File: config.mk
export PLATFORM = sky130hd
export DESIGN_NAME = modular_exponentiation_flat
export DESIGN_NICKNAME = d
export VERILOG_FILES = /design/src/rtl/core/mexp_pkg.sv /design/src/rtl/core/mexp_if.sv /design/src/rtl/core/modular_exponentiation.sv /design/src/flat_wrapper.sv
export VERILOG_INCLUDE_DIRS = /design/src /design/src/rtl/core
export SDC_FILE = /design/constraint.sdc
export NUM_CORES = 2
export LEC_CHECK = 0
export ABC_AREA = 0
export BUFFER_PORTS_ARGS = -buffer_cell sky130_fd_sc_hd__buf_2
export CAP_MARGIN = 20
export CORE_UTILIZATION = 55
export CTS_CLUSTER_DIAMETER = 80
export CTS_CLUSTER_SIZE = 28
export DETAILED_ROUTE_END_ITERATION = 7
export GPL_ROUTABILITY_DRIVEN = 1
export PLACE_DENSITY = 0.71
export SLEW_MARGIN = 5
export SYNTH_ARGS = -nofsm -noshare
export SYNTH_HDL_FRONTEND = slang
export SYNTH_SLANG_ARGS = --single-unit
File: constraint.sdc
create_clock -name clock -period 11.7 [get_ports clock]
set_clock_uncertainty 0.05 [all_clocks]
set_input_delay 1.755 -clock clock [delete_from_list [all_inputs] [get_ports clock]]
set_output_delay 1.755 -clock clock [all_outputs]
set_load 0.03 [all_outputs]
File: src/rtl/core/assert_macros.svh
// Assertion macros shared by the core RTL files.
// Depends on nothing; included by the modules that carry assertions.
`ifndef ASSERT_MACROS_SVH
`define ASSERT_MACROS_SVH

// Clocked assertion, disabled while reset is high.
`define MEXP_ASSERT(lbl, clk, rst, prop, msg) \
   lbl: assert property (@(posedge clk) disable iff (rst) prop) else $error(msg);

// Clocked assertion that also holds during reset.
`define MEXP_ASSERT_ALWAYS(lbl, clk, prop, msg) \
   lbl: assert property (@(posedge clk) prop) else $error(msg);

`endif

File: src/rtl/core/mexp_pkg.sv
// Widths and constants of the modular exponentiation core.
// No dependencies; used by the channel interfaces and the top level.
package mexp_pkg;

   localparam int BASE_BITS        = 30;
   localparam int RES_BITS         = 30;
   localparam int EXP_BITS_DEFAULT = 31;

   localparam logic [63:0] PRIME_WIDE = 64'd1000000007;
   localparam logic [RES_BITS-1:0] PRIME_MOD = PRIME_WIDE[RES_BITS-1:0];
   localparam logic [31:0] TWO_PRIME   = 32'd2000000014;
   localparam logic [31:0] THREE_PRIME = 32'd3000000021;

   // floor(2^60 / prime), the Barrett reciprocal
   localparam logic [63:0] MU_WIDE = (64'd1 << 60) / PRIME_WIDE;
   localparam logic [30:0] BARRETT_MU = MU_WIDE[30:0];

   localparam logic [RES_BITS-1:0] RES_ONE = 30'd1;

endpackage

File: src/rtl/core/mexp_if.sv
// Valid/ready channel interfaces for request and response transfers.
// Depends on mexp_pkg.
interface mexp_req_if #(
   parameter int EXP_BITS = mexp_pkg::EXP_BITS_DEFAULT
);
   logic                           valid;
   logic                           ready;
   logic [mexp_pkg::BASE_BITS-1:0] base;
   logic [EXP_BITS-1:0]            exponent;

   modport source (output valid, output base, output exponent, input ready);
   modport sink (input valid, input base, input exponent, output ready);
endinterface

interface mexp_rsp_if;
   logic                          valid;
   logic                          ready;
   logic [mexp_pkg::RES_BITS-1:0] power_mod;

   modport source (output valid, output power_mod, input ready);
   modport sink (input valid, input power_mod, output ready);
endinterface

File: src/rtl/core/modular_exponentiation.sv
// Modular exponentiation core: base^exponent mod 1000000007.
// Depends on mexp_pkg, mexp_if.sv and assert_macros.svh.
// Usage:
//   req_chan (sink) transfers one base/exponent pair when valid and ready
//   are both high; ready is high only while the core is idle.
//   rsp_chan (source) presents power_mod with valid until ready takes it.
// Operation:
//   Right-to-left square-and-multiply over the exponent bits. All
//   multiplications run through one 32x32 multiplier; each modular product
//   passes through the steps product, Barrett quotient, quotient times prime,
//   subtract and final correction.
// Request acceptance:
//   A zero exponent goes from the round state to the finish state. The core
//   takes no new request until the previous result has been written to the
//   output register; that result may still wait there for ready.
// Stall:
//   A result that is not taken holds in the output register; a later
//   result waits in the finish state until that register frees up.
// Reset:
//   Synchronous, active high; the core goes idle and drops response valid.
`include "assert_macros.svh"

module modular_exponentiation #(
   parameter int EXP_BITS = mexp_pkg::EXP_BITS_DEFAULT
) (
   input logic       clock,
   input logic       reset,
   mexp_req_if.sink  req_chan,
   mexp_rsp_if.source rsp_chan
);

   typedef enum logic [7:0] {
      ST_IDLE   = 8'b0000_0001,
      ST_ROUND  = 8'b0000_0010,
      ST_MUL    = 8'b0000_0100,
      ST_BAR    = 8'b0000_1000,
      ST_QP     = 8'b0001_0000,
      ST_SUB    = 8'b0010_0000,
      ST_CORR   = 8'b0100_0000,
      ST_FINISH = 8'b1000_0000
   } state_type;

   state_type state_ff, state_in;

   logic [mexp_pkg::RES_BITS-1:0] acc_ff, acc_in;
   logic [mexp_pkg::RES_BITS-1:0] sq_ff, sq_in;
   logic [EXP_BITS-1:0]           e_ff, e_in;
   logic                          tgt_acc_ff, tgt_acc_in;
   logic [59:0]                   x_ff, x_in;
   logic [61:0]                   prod_ff, prod_in;
   logic [31:0]                   r_ff, r_in;
   logic [mexp_pkg::RES_BITS-1:0] rsp_data_ff, rsp_data_in;
   logic                          rsp_valid_ff, rsp_valid_in;

   logic [31:0]                   mul_a, mul_b;
   logic [63:0]                   mul_p;
   logic [mexp_pkg::RES_BITS-1:0] base_red;
   logic [mexp_pkg::RES_BITS-1:0] r_red;
   logic                          out_free;

   assign mul_p = 64'(mul_a) * 64'(mul_b);

   assign base_red = (req_chan.base >= mexp_pkg::PRIME_MOD) ?
                     req_chan.base - mexp_pkg::PRIME_MOD : req_chan.base;

   always_comb begin
      if (r_ff >= mexp_pkg::TWO_PRIME) begin
         r_red = 30'(r_ff - mexp_pkg::TWO_PRIME);
      end else if (r_ff >= {2'b00, mexp_pkg::PRIME_MOD}) begin
         r_red = 30'(r_ff - {2'b00, mexp_pkg::PRIME_MOD});
      end else begin
         r_red = r_ff[29:0];
      end
   end

   assign out_free = !rsp_valid_ff || rsp_chan.ready;

   always_comb begin
      case (state_ff)
         ST_MUL: begin
            mul_a = {2'b00, (tgt_acc_ff ? acc_ff : sq_ff)};
            mul_b = {2'b00, sq_ff};
         end
         ST_BAR: begin
            mul_a = {1'b0, x_ff[59:29]};
            mul_b = {1'b0, mexp_pkg::BARRETT_MU};
         end
         ST_QP: begin
            mul_a = {2'b00, prod_ff[60:31]};
            mul_b = {2'b00, mexp_pkg::PRIME_MOD};
         end
         default: begin
            mul_a = '0;
            mul_b = '0;
         end
      endcase
   end

   always_comb begin
      state_in     = state_ff;
      acc_in       = acc_ff;
      sq_in        = sq_ff;
      e_in         = e_ff;
      tgt_acc_in   = tgt_acc_ff;
      x_in         = x_ff;
      prod_in      = prod_ff;
      r_in         = r_ff;
      rsp_data_in  = rsp_data_ff;
      rsp_valid_in = rsp_valid_ff && !rsp_chan.ready;
      case (state_ff)
         ST_IDLE: begin
            if (req_chan.valid) begin
               acc_in   = mexp_pkg::RES_ONE;
               sq_in    = base_red;
               e_in     = req_chan.exponent;
               state_in = ST_ROUND;
            end
         end
         ST_ROUND: begin
            tgt_acc_in = e_ff[0];
            state_in   = (e_ff == '0) ? ST_FINISH : ST_MUL;
         end
         ST_MUL: begin
            x_in     = mul_p[59:0];
            state_in = ST_BAR;
         end
         ST_BAR: begin
            prod_in  = mul_p[61:0];
            state_in = ST_QP;
         end
         ST_QP: begin
            prod_in  = mul_p[61:0];
            state_in = ST_SUB;
         end
         ST_SUB: begin
            r_in     = x_ff[31:0] - prod_ff[31:0];
            state_in = ST_CORR;
         end
         ST_CORR: begin
            if (tgt_acc_ff) begin
               acc_in     = r_red;
               tgt_acc_in = 1'b0;
               state_in   = ST_MUL;
            end else begin
               sq_in    = r_red;
               e_in     = e_ff >> 1;
               state_in = ST_ROUND;
            end
         end
         ST_FINISH: begin
            if (out_free) begin
               rsp_data_in  = acc_ff;
               rsp_valid_in = 1'b1;
               state_in     = ST_IDLE;
            end
         end
         default: begin
            state_in = ST_IDLE;
         end
      endcase
   end

   always_ff @(posedge clock) begin
      if (reset) begin
         state_ff     <= ST_IDLE;
         rsp_valid_ff <= 1'b0;
      end else begin
         state_ff     <= state_in;
         rsp_valid_ff <= rsp_valid_in;
      end
      acc_ff      <= acc_in;
      sq_ff       <= sq_in;
      e_ff        <= e_in;
      tgt_acc_ff  <= tgt_acc_in;
      x_ff        <= x_in;
      prod_ff     <= prod_in;
      r_ff        <= r_in;
      rsp_data_ff <= rsp_data_in;
   end

   assign req_chan.ready     = (state_ff == ST_IDLE);
   assign rsp_chan.valid     = rsp_valid_ff;
   assign rsp_chan.power_mod = rsp_data_ff;

   `MEXP_ASSERT(a_barrett_bound, clock, reset, (state_ff == ST_CORR) |-> (r_ff < mexp_pkg::THREE_PRIME), "Barrett remainder out of range")
   `MEXP_ASSERT(a_operands_reduced, clock, reset, (state_ff == ST_ROUND) |-> (acc_ff < mexp_pkg::PRIME_MOD && sq_ff < mexp_pkg::PRIME_MOD), "operand not reduced")
   `MEXP_ASSERT(a_exp_shift, clock, reset, (state_ff == ST_CORR && !tgt_acc_ff) |=> (e_ff == ($past(e_ff) >> 1)), "exponent not advanced")
   `MEXP_ASSERT_ALWAYS(a_reset_idle, clock, reset |=> (state_ff == ST_IDLE && !rsp_valid_ff), "reset did not idle the core")

endmodule
File: src/flat_wrapper.sv
// flat-port wrapper written by rule: the top's interface ports become plain ports
module modular_exponentiation_flat 
#(
   parameter int EXP_BITS = mexp_pkg::EXP_BITS_DEFAULT
)
  (clock, reset, req_chan_valid, req_chan_base, req_chan_exponent, req_chan_ready, rsp_chan_valid, rsp_chan_power_mod, rsp_chan_ready);
  mexp_req_if #(.EXP_BITS(EXP_BITS)) req_chan_i ();
  mexp_rsp_if rsp_chan_i ();
  input logic clock;
  input logic reset;
  input wire logic [$bits(req_chan_i.valid)-1:0] req_chan_valid;
  input wire logic [$bits(req_chan_i.base)-1:0] req_chan_base;
  input wire logic [$bits(req_chan_i.exponent)-1:0] req_chan_exponent;
  output wire logic [$bits(req_chan_i.ready)-1:0] req_chan_ready;
  output wire logic [$bits(rsp_chan_i.valid)-1:0] rsp_chan_valid;
  output wire logic [$bits(rsp_chan_i.power_mod)-1:0] rsp_chan_power_mod;
  input wire logic [$bits(rsp_chan_i.ready)-1:0] rsp_chan_ready;
  assign req_chan_i.valid = req_chan_valid;
  assign req_chan_i.base = req_chan_base;
  assign req_chan_i.exponent = req_chan_exponent;
  assign req_chan_ready = req_chan_i.ready;
  assign rsp_chan_valid = rsp_chan_i.valid;
  assign rsp_chan_power_mod = rsp_chan_i.power_mod;
  assign rsp_chan_i.ready = rsp_chan_ready;
  modular_exponentiation #(.EXP_BITS(EXP_BITS)) u_core (.clock(clock), .reset(reset), .req_chan(req_chan_i), .rsp_chan(rsp_chan_i));
endmodule
==> qor.csv <==
stage;metric;value;unit
status;run status;completed;
setup_path;WP buf/inv;8;
sta;fin crit period;10960;ps
drt;WL final;139;mm
placement;dpl cell area;45800;um^2
grt;vias in the first global route;35000;
setup_path;CP required;11950;ps
grt;final global-route overflow total;0;
die;Die Height;285;um
sta;Final Hold Fails;0;
clocking;Worst-path clk slew;110;ps
synthesis;Yosys cell types;81;
power_and_ir_drop;Leak;21.6;nW
synthesis;EDFF count, synth;275;
placement;routability congestion estimate;1.02;
die;core area;79000;um^2
synthesis;dominant synthesized flop cell;edfxtp_1;
synthesis;top post-synthesis cells by count;inv_1 (853), fa_1 (837), nand2_1 (672), nor2_1 (600), ha_1 (284);
die;# rows;103;
final_layout;Layout area overhead;5.33;%
drt;Pre-Repair DR Iteration Count;6;
sta;Hold Slack;482;ps
sta;Worst Tran Pin Value;1170;ps
synthesis;Syn Area/Cell;9.42;um^2
drt;drt wl/cell;24.3;um
clocking;H-Tree Depth;1;
clocking;Root Driver;clkbuf_16;
min_path;worst hold path type;reg2reg;
setup_path;Critical Path Sink Type;flip-flop;
synthesis;Yosys top cell by area;fa_1;
clocking;post-CTS setup buffer count;0;
sta;Max transition margin;21.5;%
grt;Total Routing Usage GR;35.3;%
synthesis;warnings from Yosys;0;
drt;1st-iter DRT viols;3144;
setup_path;slowest CP cell;nand2b_1;
synthesis;Post-Synthesis Cells;4661;
clocking;clk buf depth;3;
die;initial core utilization;55.6;%
synthesis;Synth async-reset ratio;0;%
clocking;CTS buffer count;15;
power_and_ir_drop;total power;1.97;mW
die;area of the die;81000;um^2
power_and_ir_drop;pwr dens;42.6;nW/um^2
setup_path;largest stage delay on the critical path;790;ps
setup_path;Worst path top cell family by delay;adder cells;
drt;drt drc;0;
drt;Routed Antenna Nets;0;
clocking;CTS resizes;0;
sta;Max Slew Vio Count;0;
setup_path;most frequent CP cell;fa_1;
synthesis;#FFs+latches synth;284;
setup_path;CP Launch Type;flip-flop;
setup_path;critical path type;reg2reg;
clocking;hold_buf cts;0;
grt;largest net degree at the start of global routing;60;
synthesis;most common cell in the netlist;inv_1;
die;die width;285;um
synthesis;post-synth top area share;38.2;%
drt;Via-to-Cell Ratio;5.86;
drt;via count;33600;
grt;initial antenna violation count;3;
setup_path;crit path max fanout;51;
final_layout;share of cells above drive strength 1;5.97;%
sta;RSZ-0062 raised after global routing;false;
sta;Setup TNS;0;ps
sta;final number of setup-violating endpoints;0;
placement;# port buffers;96;
placement;Post-DP HPWL;111;mm
clocking;worst skew pair latency;520;ps
sta;fmax;91.2;MHz
synthesis;Mapped Area;43900;um^2
grt;first-pass GRT wire length;212;mm
clocking;clock sinks;284;
die;Top Ports;97;
setup_path;WP data arrival;11220;ps
power_and_ir_drop;Max VDD drop;0.107;mV
synthesis;sequential area share after synthesis;19.2;%
final_layout;# nets final;5858;
sta;Period Utilization, post-route;93.7;%
final_layout;fin area;46200;um^2
synthesis;top cells by area, synth;fa_1 (38%), edfxtp_1 (19%), ha_1 (8.1%);
job;max_cap viols;0;
clocking;CTS tree;built;
==> layout by cell type (no fill, tap or decap), types with 9 or more instances in the layout <==
cell type | synthesis | layout
fa_1 | 837 | 837
a31oi_1 | 18 | 18
nor4_1 | 12 | 12
nor2_1 | 600 | 598
xnor2_1 | 77 | 77
o21bai_1 | 13 | 13
nand2_1 | 672 | 670
ha_1 | 284 | 284
xor2_1 | 57 | 57
buf_4 | 0 | 101
a21boi_0 | 11 | 11
or3_1 | 17 | 17
o211ai_1 | 15 | 15
buf_2 | 40 | 96
a21oi_1 | 141 | 130
and3_1 | 14 | 14
a21o_1 | 57 | 57
o21a_1 | 17 | 17
nor3_1 | 30 | 30
nand4_1 | 18 | 18
a21oi_2 | 1 | 12
a211o_1 | 13 | 13
clkbuf_16 | 0 | 15
o21ai_0 | 99 | 98
nor2b_1 | 19 | 18
or2_2 | 13 | 13
inv_1 | 853 | 853
mux2i_1 | 39 | 39
conb_1 | 2 | 17
nand3_1 | 35 | 35
a211oi_1 | 16 | 9
nand2b_1 | 31 | 31
edfxtp_1 | 275 | 275
and2_1 | 32 | 32
dfxtp_1 | 9 | 9
==> state kept, by name, indices dropped and copies added (netlist names) <==
name                       count
u_core.tgt_acc_ff              1
u_core.acc_ff                 30
u_core.state_ff                8
u_core.r_ff                   32
u_core.rsp_chan.power_mod     30
u_core.prod_ff                61
u_core.rsp_chan.valid          1
u_core.e_ff                   31
u_core.x_ff                   60
u_core.sq_ff                  30
==> worst register-to-register path, delay by kind of cell (launching register included) <==
family | cells | cell delay, ps
flops | 1 | 370
compound gates | 9 | 2850
simple gates | 7 | 2350
fa+ha+maj | 9 | 4190
buf+inv | 8 | 950
==> logic make-up (layout without fill, tap and decap cells) <==
family,count (synthesis),count (layout),share of synthesized area (%)
fa+ha+maj,1121,1121,46.3
simple gates,1524,1524,14.4
other cells,2,19,0.0171
compound gates,482,482,7.21
buf+inv,1075,1076,9.32
mux,39,39,0.889
flops,284,284,19.2
xor+xnor,134,134,2.67
==> stage by stage <==
| stage | setup slack, ps | util (%) | std cells |
|---|---|---|---|
| after floorplan | 1140 | - | 4676 |
| final | 739 | 58.5 | 5729 |
| after global routing | 366 | 58.5 | 5728 |
| after global placement | 1180 | 57.9 | 5703 |
| after detailed placement | 1040 | 57.9 | 5703 |
| after CTS | 959 | 58.5 | 5725 |
==> power by group <==
group | internal [mW] | switching (mW) | leakage [nW]
Combinational | 0.0592 | 0.133 | 18.8
Sequential | 1.14 | 0.0326 | 2.59
Clock | 0.251 | 0.351 | 0.218
==> metal layers <==
metal / vias to the layer above / share of wire (%) / GRT usage [%]
met4: 2 / 5.9 / 17.3
met1: 17000 / 38 / 46.1
met2: 1731 / 45 / 54.9
li1: 14400 / - / -
met5: - / 0.012 / 0
met3: 361 / 11 / 9.13
==> final cells by class <==
cell class              count  area (um^2)
multi-input cells        3317        31600
inverters                 855         3210
fillers                  6990        32800
clock buffers              18          387
diodes                      2         5.00
repair buffers            199         1270
well taps                1050         1310
clock inverters             4         63.8
flip-flops and latches    284         8440
==> final timing paths <==
check,startpoint,to,slack [ps],cells after the start
max,u_core.state_ff[0],u_core.x_ff[58],740,33
min reg2reg,u_core.acc_ff[6],u_core.rsp_chan.power_mod[6],480,0
max reg2reg,u_core.state_ff[0],u_core.x_ff[58],740,33
min,u_core.acc_ff[6],u_core.rsp_chan.power_mod[6],480,0
(Power assumes the default switching activity.)
